**src/rtl/srrw_pkg.sv**
```systemverilog
`timescale 1ns / 1ps
// ----------------------------------------------------------------------------
// srrw_pkg
// Shared types, constants and helpers of the selective-repeat receive window.
// ----------------------------------------------------------------------------
package srrw_pkg;

  localparam int unsigned WINDOW_SLOTS = 16;
  localparam int unsigned SLOT_BITS    = $clog2(WINDOW_SLOTS);
  localparam int unsigned HANDLE_BITS  = 8;
  localparam int unsigned HEADER_WORDS = 10;
  localparam int unsigned WORD_BITS    = 16;
  localparam int unsigned HDR_PAIRS    = (HEADER_WORDS + 1) / 2;
  localparam int unsigned SUM_BITS     = WORD_BITS + $clog2(HEADER_WORDS);

  localparam logic [WORD_BITS-1:0] CSUM_GOOD = 16'hffff;
  localparam int unsigned FLAG_SYN = 1;
  localparam int unsigned FLAG_FIN = 0;

  typedef enum logic [1:0] {
    KIND_SYNACK  = 2'd0,
    KIND_ACK     = 2'd1,
    KIND_EMPTY   = 2'd2,
    KIND_DELIVER = 2'd3
  } kind_e;

  typedef logic [HEADER_WORDS-1:0][WORD_BITS-1:0] hdr_words_t;

  typedef struct packed {
    logic [15:0] hdr_word0;
    logic [15:0] hdr_word1;
    logic [15:0] hdr_word2;
    logic [15:0] hdr_word3;
    logic [15:0] hdr_word4;
    logic [15:0] hdr_word5;
    logic [15:0] hdr_word6;
    logic [15:0] hdr_word7;
    logic [15:0] hdr_word8;
    logic [15:0] hdr_word9;
    logic [7:0]  body_handle;
  } in_t;

  typedef struct packed {
    kind_e       kind;
    logic [15:0] ack_number;
    logic        fin_flag;
    logic [7:0]  handle_out;
    logic [7:0]  body_offset;
    logic [15:0] body_length;
    logic        last;
  } out_t;

  // One stored packet of a window slot
  typedef struct packed {
    logic [HANDLE_BITS-1:0] handle;
    logic [7:0]             name_len;
    logic [15:0]            body_len;
    logic                   fin;
  } slot_t;

  function automatic logic [SLOT_BITS-1:0] slot_add(input logic [SLOT_BITS-1:0] a,
                                                    input logic [SLOT_BITS-1:0] b);
    logic [SLOT_BITS:0] sum;
    sum = {1'b0, a} + {1'b0, b};
    if (sum >= (SLOT_BITS+1)'(WINDOW_SLOTS)) begin
      sum = sum - (SLOT_BITS+1)'(WINDOW_SLOTS);
    end
    return sum[SLOT_BITS-1:0];
  endfunction

endpackage

```
**src/rtl/srrw_if.sv**
```systemverilog
`timescale 1ns / 1ps
// ----------------------------------------------------------------------------
// srrw_if
// Valid/ready channels for packet headers in and replies/deliveries out.
// ----------------------------------------------------------------------------
interface srrw_in_if;
  import srrw_pkg::*;
  logic valid;
  logic ready;
  in_t  payload;
  modport source (output valid, output payload, input ready);
  modport sink   (input valid, input payload, output ready);
endinterface

interface srrw_out_if;
  import srrw_pkg::*;
  logic valid;
  logic ready;
  out_t payload;
  modport source (output valid, output payload, input ready);
  modport sink   (input valid, input payload, output ready);
endinterface

```
**src/rtl/srrw_ram.sv**
```systemverilog
`timescale 1ns / 1ps
// ----------------------------------------------------------------------------
// srrw_ram
// Generic simple dual-port RAM: one write port, one registered read port.
// ----------------------------------------------------------------------------
module srrw_ram #(
  parameter int unsigned WIDTH = 8,
  parameter int unsigned DEPTH = 16,
  localparam int unsigned AW = (DEPTH > 1) ? $clog2(DEPTH) : 1
) (
  input  logic             clk_i,
  input  logic             we_i,
  input  logic [AW-1:0]    waddr_i,
  input  logic [WIDTH-1:0] wdata_i,
  input  logic [AW-1:0]    raddr_i,
  output logic [WIDTH-1:0] rdata_o
);

  logic [WIDTH-1:0] mem [DEPTH];
  logic [WIDTH-1:0] rdata_q;

  always_ff @(posedge clk_i) begin
    if (we_i) begin
      mem[waddr_i] <= wdata_i;
    end
    rdata_q <= mem[raddr_i];
  end

  assign rdata_o = rdata_q;

endmodule

```
**src/rtl/srrw_csum.sv**
```systemverilog
`timescale 1ns / 1ps
// ----------------------------------------------------------------------------
// srrw_csum
// Header checksum: registered word sum, then end-around carry fold.
// ----------------------------------------------------------------------------
module srrw_csum (
  input  logic                 clk_i,
  input  logic                 load_i,
  input  srrw_pkg::hdr_words_t words_i,
  output logic                 ok_o
);
  import srrw_pkg::*;

  logic [WORD_BITS:0]    pair_sum [HDR_PAIRS];
  logic [SUM_BITS-1:0]   total;
  logic [SUM_BITS-1:0]   sum_q;
  logic [WORD_BITS:0]    fold1;
  logic [WORD_BITS-1:0]  fold2;

  always_comb begin
    for (int i = 0; i < int'(HDR_PAIRS); i++) begin
      if (2 * i + 1 < int'(HEADER_WORDS)) begin
        pair_sum[i] = {1'b0, words_i[2*i]} + {1'b0, words_i[2*i+1]};
      end else begin
        pair_sum[i] = {1'b0, words_i[2*i]};
      end
    end
    total = '0;
    for (int i = 0; i < int'(HDR_PAIRS); i++) begin
      total = total + SUM_BITS'(pair_sum[i]);
    end
  end

  always_ff @(posedge clk_i) begin
    if (load_i) begin
      sum_q <= total;
    end
  end

  // A zero sum folds to zero and fails, matching the all-zero header rule
  assign fold1 = {1'b0, sum_q[WORD_BITS-1:0]} + (WORD_BITS+1)'(sum_q[SUM_BITS-1:WORD_BITS]);
  assign fold2 = fold1[WORD_BITS-1:0] + WORD_BITS'(fold1[WORD_BITS]);
  assign ok_o  = (fold2 == CSUM_GOOD);

endmodule

```
**src/rtl/selective_repeat_receive_window.sv**
```systemverilog
`timescale 1ns / 1ps
// ----------------------------------------------------------------------------
// selective_repeat_receive_window
// Receive side of a selective-repeat transfer: checks headers, acknowledges,
// and releases stored packets in sequence order.
// ----------------------------------------------------------------------------
// A header is taken only while the block is idle. It passes through the
// checksum register and then evaluation, where it produces at most one
// reply; each in-order delivery that follows passes through a read state and
// a deliver state, set by the registered read port of the slot memory
// (address, then data). A header leads to up to 16 deliveries, and the
// output side can stall evaluation and every delivery. Results sit in an
// output register, so the next header is taken while the last result still
// waits. The slot memory needs no clearing: per-slot received bits live in
// flip-flops and only received slots are read.
// ----------------------------------------------------------------------------
module selective_repeat_receive_window (
  input  logic              clk_i,
  input  logic              rst_ni,
  srrw_in_if.sink           in_i,
  srrw_out_if.source        out_o
);
  import srrw_pkg::*;

  typedef enum logic [1:0] {
    S_IDLE,
    S_EVAL,
    S_READ,
    S_DELIV
  } state_e;

  state_e                  state_q, state_d;
  logic [15:0]             window_base_q, window_base_d;
  logic [SLOT_BITS-1:0]    base_slot_q, base_slot_d;
  logic [15:0]             last_ack_q, last_ack_d;
  logic [WINDOW_SLOTS-1:0] rcvd_q, rcvd_d;
  logic                    out_valid_q, out_valid_d;
  out_t                    out_data_q, out_data_d;

  logic [15:0]             seq_q;
  logic                    syn_q;
  logic                    fin_q;
  logic [7:0]              name_len_q;
  logic [15:0]             body_len_q;
  logic [HANDLE_BITS-1:0]  handle_q;

  hdr_words_t              words;
  logic                    in_xfer;
  logic                    hdr_ok;
  logic                    out_free;
  logic [15:0]             delta;
  logic                    in_win;
  logic                    left_win;
  logic [SLOT_BITS-1:0]    slot_w;
  logic [SLOT_BITS-1:0]    next_slot;
  logic                    more;

  logic                    ram_we;
  slot_t                   ram_wdata;
  slot_t                   ram_rdata;

  assign in_xfer = in_i.valid && in_i.ready;
  assign in_i.ready = (state_q == S_IDLE);

  assign words[0] = in_i.payload.hdr_word0;
  assign words[1] = in_i.payload.hdr_word1;
  assign words[2] = in_i.payload.hdr_word2;
  assign words[3] = in_i.payload.hdr_word3;
  assign words[4] = in_i.payload.hdr_word4;
  assign words[5] = in_i.payload.hdr_word5;
  assign words[6] = in_i.payload.hdr_word6;
  assign words[7] = in_i.payload.hdr_word7;
  assign words[8] = in_i.payload.hdr_word8;
  assign words[9] = in_i.payload.hdr_word9;

  srrw_csum u_csum (
    .clk_i   (clk_i),
    .load_i  (in_xfer),
    .words_i (words),
    .ok_o    (hdr_ok)
  );

  assign ram_wdata.handle   = handle_q;
  assign ram_wdata.name_len = name_len_q;
  assign ram_wdata.body_len = body_len_q;
  assign ram_wdata.fin      = fin_q;

  // The read port always follows the window base slot
  srrw_ram #(
    .WIDTH ($bits(slot_t)),
    .DEPTH (WINDOW_SLOTS)
  ) u_slot_ram (
    .clk_i   (clk_i),
    .we_i    (ram_we),
    .waddr_i (slot_w),
    .wdata_i (ram_wdata),
    .raddr_i (base_slot_q),
    .rdata_o (ram_rdata)
  );

  // Capture the header fields of the accepted transfer
  always_ff @(posedge clk_i) begin
    if (in_xfer) begin
      seq_q      <= in_i.payload.hdr_word2;
      syn_q      <= in_i.payload.hdr_word6[8 + FLAG_SYN];
      fin_q      <= in_i.payload.hdr_word6[8 + FLAG_FIN];
      name_len_q <= in_i.payload.hdr_word6[7:0];
      body_len_q <= in_i.payload.hdr_word8;
      handle_q   <= HANDLE_BITS'(in_i.payload.body_handle);
    end
  end

  always_ff @(posedge clk_i) begin
    out_data_q <= out_data_d;
  end

  assign out_free  = !out_valid_q || out_o.ready;
  assign delta     = seq_q - window_base_q;
  assign in_win    = (delta < 16'(WINDOW_SLOTS));
  assign left_win  = delta[15];
  assign slot_w    = slot_add(base_slot_q, delta[SLOT_BITS-1:0]);
  assign next_slot = slot_add(base_slot_q, SLOT_BITS'(1));

  always_comb begin
    state_d       = state_q;
    window_base_d = window_base_q;
    base_slot_d   = base_slot_q;
    last_ack_d    = last_ack_q;
    rcvd_d        = rcvd_q;
    out_valid_d   = out_valid_q && !out_o.ready;
    out_data_d    = out_data_q;
    ram_we        = 1'b0;
    more          = 1'b0;

    unique case (state_q)
      S_IDLE: begin
        if (in_i.valid) begin
          state_d = S_EVAL;
        end
      end

      S_EVAL: begin
        if (syn_q) begin
          if (out_free) begin
            out_valid_d = 1'b1;
            out_data_d  = '0;
            out_data_d.last = 1'b1;
            if (hdr_ok) begin
              window_base_d = '0;
              base_slot_d   = '0;
              rcvd_d        = '0;
              last_ack_d    = seq_q;
              out_data_d.kind       = KIND_SYNACK;
              out_data_d.ack_number = seq_q;
            end else begin
              out_data_d.kind       = KIND_EMPTY;
              out_data_d.ack_number = last_ack_q;
            end
            state_d = S_IDLE;
          end
        end else if (!hdr_ok) begin
          state_d = S_IDLE;
        end else if (in_win) begin
          if (out_free) begin
            ram_we         = 1'b1;
            rcvd_d[slot_w] = 1'b1;
            last_ack_d     = seq_q;
            more           = rcvd_q[base_slot_q] || (slot_w == base_slot_q);
            out_valid_d    = 1'b1;
            out_data_d     = '0;
            out_data_d.kind       = KIND_ACK;
            out_data_d.ack_number = seq_q;
            out_data_d.fin_flag   = fin_q;
            out_data_d.last       = !more;
            state_d = more ? S_READ : S_IDLE;
          end
        end else if (left_win) begin
          if (out_free) begin
            last_ack_d  = seq_q;
            out_valid_d = 1'b1;
            out_data_d  = '0;
            out_data_d.kind       = KIND_ACK;
            out_data_d.ack_number = seq_q;
            out_data_d.fin_flag   = fin_q;
            out_data_d.last       = 1'b1;
            state_d = S_IDLE;
          end
        end else begin
          // Right of the window: drop
          state_d = S_IDLE;
        end
      end

      S_READ: begin
        state_d = S_DELIV;
      end

      S_DELIV: begin
        if (out_free) begin
          more                = rcvd_q[next_slot];
          rcvd_d[base_slot_q] = 1'b0;
          base_slot_d         = next_slot;
          window_base_d       = window_base_q + 16'd1;
          out_valid_d         = 1'b1;
          out_data_d.kind        = KIND_DELIVER;
          out_data_d.ack_number  = window_base_q;
          out_data_d.fin_flag    = ram_rdata.fin;
          out_data_d.handle_out  = 8'(ram_rdata.handle);
          out_data_d.body_offset = (window_base_q == '0) ? ram_rdata.name_len : 8'd0;
          out_data_d.body_length = ram_rdata.body_len;
          out_data_d.last        = !more;
          state_d = more ? S_READ : S_IDLE;
        end
      end

      default: begin
        state_d = S_IDLE;
      end
    endcase
  end

  always_ff @(posedge clk_i or negedge rst_ni) begin
    if (!rst_ni) begin
      state_q       <= S_IDLE;
      window_base_q <= '0;
      base_slot_q   <= '0;
      last_ack_q    <= '0;
      rcvd_q        <= '0;
      out_valid_q   <= 1'b0;
    end else begin
      state_q       <= state_d;
      window_base_q <= window_base_d;
      base_slot_q   <= base_slot_d;
      last_ack_q    <= last_ack_d;
      rcvd_q        <= rcvd_d;
      out_valid_q   <= out_valid_d;
    end
  end

  assign out_o.valid   = out_valid_q;
  assign out_o.payload = out_data_q;

  a_syn_resets_window : assert property (@(posedge clk_i) disable iff (!rst_ni)
    (state_q == S_EVAL && syn_q && hdr_ok && out_free)
      |=> (rcvd_q == '0 && window_base_q == '0 && base_slot_q == '0))
    else $error("valid SYN did not reset the window");

  a_deliver_received : assert property (@(posedge clk_i) disable iff (!rst_ni)
    (state_q == S_DELIV || state_q == S_READ) |-> rcvd_q[base_slot_q])
    else $error("delivery from a slot that holds no packet");

  a_deliver_advance : assert property (@(posedge clk_i) disable iff (!rst_ni)
    (state_q == S_DELIV && out_free)
      |=> (window_base_q == $past(window_base_q) + 16'd1 && !rcvd_q[$past(base_slot_q)]))
    else $error("window did not slide past a delivered slot");

endmodule
```
**src/flat_wrapper.sv**
```systemverilog
// flat-port wrapper written by rule: the top's interface ports become plain ports
module selective_repeat_receive_window_flat import srrw_pkg::*;
  (clk_i, rst_ni, in_i_valid, in_i_payload, in_i_ready, out_o_valid, out_o_payload, out_o_ready);
  srrw_in_if in_i_i ();
  srrw_out_if out_o_i ();
  input  logic clk_i;
  input  logic rst_ni;
  input wire logic [$bits(in_i_i.valid)-1:0] in_i_valid;
  input wire logic [$bits(in_i_i.payload)-1:0] in_i_payload;
  output wire logic [$bits(in_i_i.ready)-1:0] in_i_ready;
  output wire logic [$bits(out_o_i.valid)-1:0] out_o_valid;
  output wire logic [$bits(out_o_i.payload)-1:0] out_o_payload;
  input wire logic [$bits(out_o_i.ready)-1:0] out_o_ready;
  assign in_i_i.valid = in_i_valid;
  assign in_i_i.payload = in_i_payload;
  assign in_i_ready = in_i_i.ready;
  assign out_o_valid = out_o_i.valid;
  assign out_o_payload = out_o_i.payload;
  assign out_o_i.ready = out_o_ready;
  selective_repeat_receive_window u_core (.clk_i(clk_i), .rst_ni(rst_ni), .in_i(in_i_i), .out_o(out_o_i));
endmodule
```
**config.mk**
```make
export PLATFORM = sky130hd
export DESIGN_NAME = selective_repeat_receive_window_flat
export DESIGN_NICKNAME = d
export VERILOG_FILES = /design/src/rtl/srrw_pkg.sv /design/src/rtl/srrw_if.sv /design/src/rtl/srrw_ram.sv /design/src/rtl/srrw_csum.sv /design/src/rtl/selective_repeat_receive_window.sv /design/src/flat_wrapper.sv
export SDC_FILE = /design/constraint.sdc
export NUM_CORES = 1
export LEC_CHECK = 0
export BUFFER_PORTS_ARGS = -buffer_cell sky130_fd_sc_hd__buf_4
export CAP_MARGIN = 20
export CORE_AREA = 5 5 271 273
export CTS_BUF_LIST = sky130_fd_sc_hd__clkbuf_4
export CTS_CLUSTER_SIZE = 30
export DETAILED_ROUTE_END_ITERATION = 10
export DIE_AREA = 0 0 276 278
export GPL_ROUTABILITY_DRIVEN = 0
export PLACE_DENSITY = 0.64
export REMOVE_ABC_BUFFERS = 1
export SLEW_MARGIN = 20
export SYNTH_ARGS = -nofsm -noshare
export SYNTH_HDL_FRONTEND = slang
export SYNTH_HIERARCHICAL = 1
export SYNTH_SLANG_ARGS = --single-unit
```
**constraint.sdc**
```tcl
create_clock -name clk_i -period 8.4 [get_ports clk_i]
set_input_delay 1.68 -clock clk_i [delete_from_list [all_inputs] [get_ports clk_i]]
set_output_delay 1.68 -clock clk_i [all_outputs]
set_load 0.03 [all_outputs]
```
==> impl_metrics.env <==
export IMPL_cp_cell_sequence="ha_1 -> fa_1 -> a21o_1 -> a21oi_1 -> nor4b_1 -> ha_1 -> ha_1 -> xor2_1 -> nor4_1 -> nand3_1 -> nor4_1 -> buf_4 -> nand3b_1 -> nand2b_1 -> nor3_1 -> or3b_2 -> nor2_4 -> buf_4"
export IMPL_path_buf_inv=2
export IMPL_ctsResizeCount=0
export IMPL_drive_gt1_share_pct=28.8
export IMPL_design_power_total_mw=11.2
export IMPL_reg2reg_depth=18
export IMPL_grt_util_all_layers_pct=20.8
export IMPL_cts_buffers=185
export IMPL_post_cts_buffers=0
export IMPL_synthCells=2017
export IMPL_fp_dieH_um=278
export IMPL_synth_top_area_share_pct=58.1
export IMPL_netlist_top_cells_area="edfxtp_1 58%, mux4_2 8.2%, fa_1 7.6%"
export IMPL_synth_cell_type_count=84
export IMPL_rsz0062_at_grt="no"
export IMPL_drc=0
export IMPL_hold_start="u_core/last_ack_q[5]"
export IMPL_ys_flop_type="edfxtp_1"
export IMPL_worstPathArrival_ns=6.84
export IMPL_timing_fmax_mhz=161
export IMPL_worstMarginPinSlew_ns=1.09
export IMPL_fp_dieArea_um2=76700
export IMPL_utilization_pct=54.8
export IMPL_slowest_stage="nor2_4"
export IMPL_cts_root_buffer="clkbuf_4"
export IMPL_fillCellCount=5820
export IMPL_peakVddDrop_mv=0.388
export IMPL_die_w_um=276
export IMPL_viasPerCell=5.49
export IMPL_drt_iter0_markers=1693
export IMPL_start_kind="flop"
export IMPL_cpPeakStageDelay_ns=0.73
export IMPL_crit_top_cell="ha_1"
export IMPL_clock_latency_ns=1.01
export IMPL_cp_end_kind="flop"
export IMPL_grt_pass1_wl_um=121000
export IMPL_overflow=0
export IMPL_clock_sinks=738
export IMPL_ant_nets=0
export IMPL_initial_core_util_pct=47.4
export IMPL_r2r_end="u_core/u_slot_ram/mem[1][24]"
export IMPL_ys_seq_elements=738
export IMPL_htreeDepth=4
export IMPL_synthArstFlopShare_pct=7.45
export IMPL_grt_max_degree=112
export IMPL_min_path_type="flop to flop"
export IMPL_layout_nets=2736
export IMPL_leakage_nw=14.5
export IMPL_syn_to_final_growth_pct=15.6
export IMPL_min_path_cells=1
export IMPL_slew_viol_final=0
export IMPL_synth_common_cells="650 x edfxtp_1, 187 x inv_1, 128 x fa_1"
export IMPL_fin_crit_ns=6.23
export IMPL_reg2reg_from="u_core/u_csum/sum_q[0]"
export IMPL_worst_path_max_fanout=17
export IMPL_hold_viol=0
export IMPL_outcome="complete, no violations"
export IMPL_slew_headroom_pct=27.1
export IMPL_drtPass1Iterations=6
export IMPL_wirelength_um=80000
export IMPL_crit_family="simple AND/OR/NAND/NOR gates"
export IMPL_cts_max_path_buffers=3
export IMPL_yosysTopAreaCell="edfxtp_1"
export IMPL_clock_skew_ns=0.0773
export IMPL_grt_antenna_before_repair=7
export IMPL_drv_cap=0
export IMPL_cts_tree="done"
export IMPL_io_pins=226
export IMPL_grt_pass1_vias=20100
export IMPL_vias=19200
export IMPL_fin_crit_sh_pct=74.1
export IMPL_dp_hpwl_um=50300
export IMPL_avgSynthCellArea_um2=16.7
export IMPL_synth_edf_count=650
export IMPL_min_to="u_core/last_ack_q[5]"
export IMPL_syn_area_um2=33600
export IMPL_yosysMostFrequentCell="edfxtp_1"
export IMPL_hold_buffers=0
export IMPL_required_ns=9.01
export IMPL_ys_warn_count=6
export IMPL_p_per_area_nw_per_um2=288
export IMPL_reg2reg_slack_ns=2.17
export IMPL_setup_violations_final=0
export IMPL_core_region_area_um2=70900
export IMPL_clk_pin_slew_worst_paths_ns=0.06
export IMPL_wl_per_cell_um=22.9
export IMPL_yosysSeqAreaShare_pct=64.2
export IMPL_path_class="flop to flop"
export IMPL_port_buffers=225
export IMPL_rows=98
## registers in the layout (all words and copies together) (netlist names), 16 cells and up
name	flops
u_core/u_slot_ram/mem	528
u_core/out_o.payload	52
u_core/u_slot_ram/rdata_o	33
u_core/u_csum/sum_q	20
u_core/body_len_q	16
u_core/last_ack_q	16
u_core/rcvd_q	16
u_core/seq_q	16
u_core/window_base_q	16
## metal layers
metal	track usage (%)	part of all wire, %	vias to the layer above
li1	-	-	8559
met1	27.3	41	9737
met2	34.3	50	757
met3	5.08	7.0	132
met4	7.52	2.7	4
met5	0	0.027	-
## per-stage QoR
step                      setup WS (ns)  area (µm²)  TNS [ns]  instances  hold WS, ns
after floorplan                   -1.53       33100   -294.30       1932        0.457
after global placement             1.74       36400         0       3142        0.466
after detailed placement           1.73       36400         0       3142        0.474
after CTS                          2.17       38800         0       3491        0.488
after global routing               1.87       38800         0       3492        0.499
final                              2.17       38800         0       3494        0.485
## worst max-delay path by stage
stage,slack [ns],cells after the start,endpoint,from
4_1_cts,2.17,18,u_core/u_slot_ram/mem[1][24],u_core/u_csum/sum_q[0]
3_5_place_dp,1.73,17,u_core/u_csum/sum_q[19],in_i_payload[155]
2_1_floorplan,-1.53,8,u_core/u_slot_ram/mem[0][0],u_core/base_slot_q[0]
3_3_place_gp,1.74,17,u_core/u_csum/sum_q[19],in_i_payload[155]
6_report,2.17,18,u_core/u_slot_ram/mem[1][24],u_core/u_csum/sum_q[0]
5_1_grt,1.87,18,u_core/u_slot_ram/mem[1][24],u_core/u_csum/sum_q[0]
## cell families (layout without fill, tap and decap cells)
| logic type | after synthesis | in the layout | synth area share [%] |
|---|---|---|---|
| buffers and inverters | 272 | 796 | 3.63 |
| flip-flops | 738 | 738 | 64.2 |
| AND/OR/NAND/NOR | 328 | 328 | 4.98 |
| multiplexers | 179 | 179 | 10.9 |
| AO/OA/AOI/OAI | 272 | 272 | 5.46 |
| other | 0 | 3 | 0 |
| XOR/XNOR | 43 | 43 | 1.12 |
| adder cells (fa/ha/maj) | 185 | 185 | 9.75 |
## worst register-to-register path: stages (launching register included)
cell      delay [ns]
edfxtp_1        0.38
ha_1            0.24
fa_1            0.43
a21o_1          0.23
a21oi_1         0.23
nor4b_1         0.09
ha_1            0.24
ha_1            0.23
xor2_1          0.18
nor4_1          0.22
nand3_1         0.12
nor4_1          0.29
buf_4           0.22
nand3b_1        0.12
nand2b_1        0.24
nor3_1          0.59
or3b_2          0.63
nor2_4          0.73
buf_4           0.48
## power by group
part	leakage (nW)	internal (mW)	switching [mW]
sequential	6.86	4.43	0.173
clock	1.44	1.52	1.46
combinational	6.23	1.49	2.12
total	14.5	7.45	3.75
## cell type report
cell class,instances,area [µm²],area share (%)
Sequential cell,738,21600,55.5
Multi-Input combinational cell,1007,11000,28.3
Clock buffer,274,2060,5.30
Timing Repair Buffer,260,1960,5.06
Tap cell,950,1190,3.06
Inverter,187,702,1.81
Clock inverter,75,372,0.957
Antenna cell,3,7.51,0.0193
## cells in the final DEF (no fill, tap or decap), types with 30 or more instances in the layout
cell | Yosys | layout
clkbuf_4 | 0 | 274
dfxtp_1 | 33 | 33
inv_1 | 187 | 187
nor2_1 | 65 | 52
a22oi_1 | 68 | 68
mux4_2 | 122 | 122
fa_1 | 128 | 128
nand2_1 | 100 | 100
o21ai_0 | 62 | 62
buf_4 | 1 | 259
xnor2_1 | 30 | 30
clkinv_1 | 0 | 52
edfxtp_1 | 650 | 650
dfrtp_1 | 55 | 53
ha_1 | 57 | 57
a21oi_1 | 52 | 52
No activity file was read; power rests on OpenSTA's default activity.
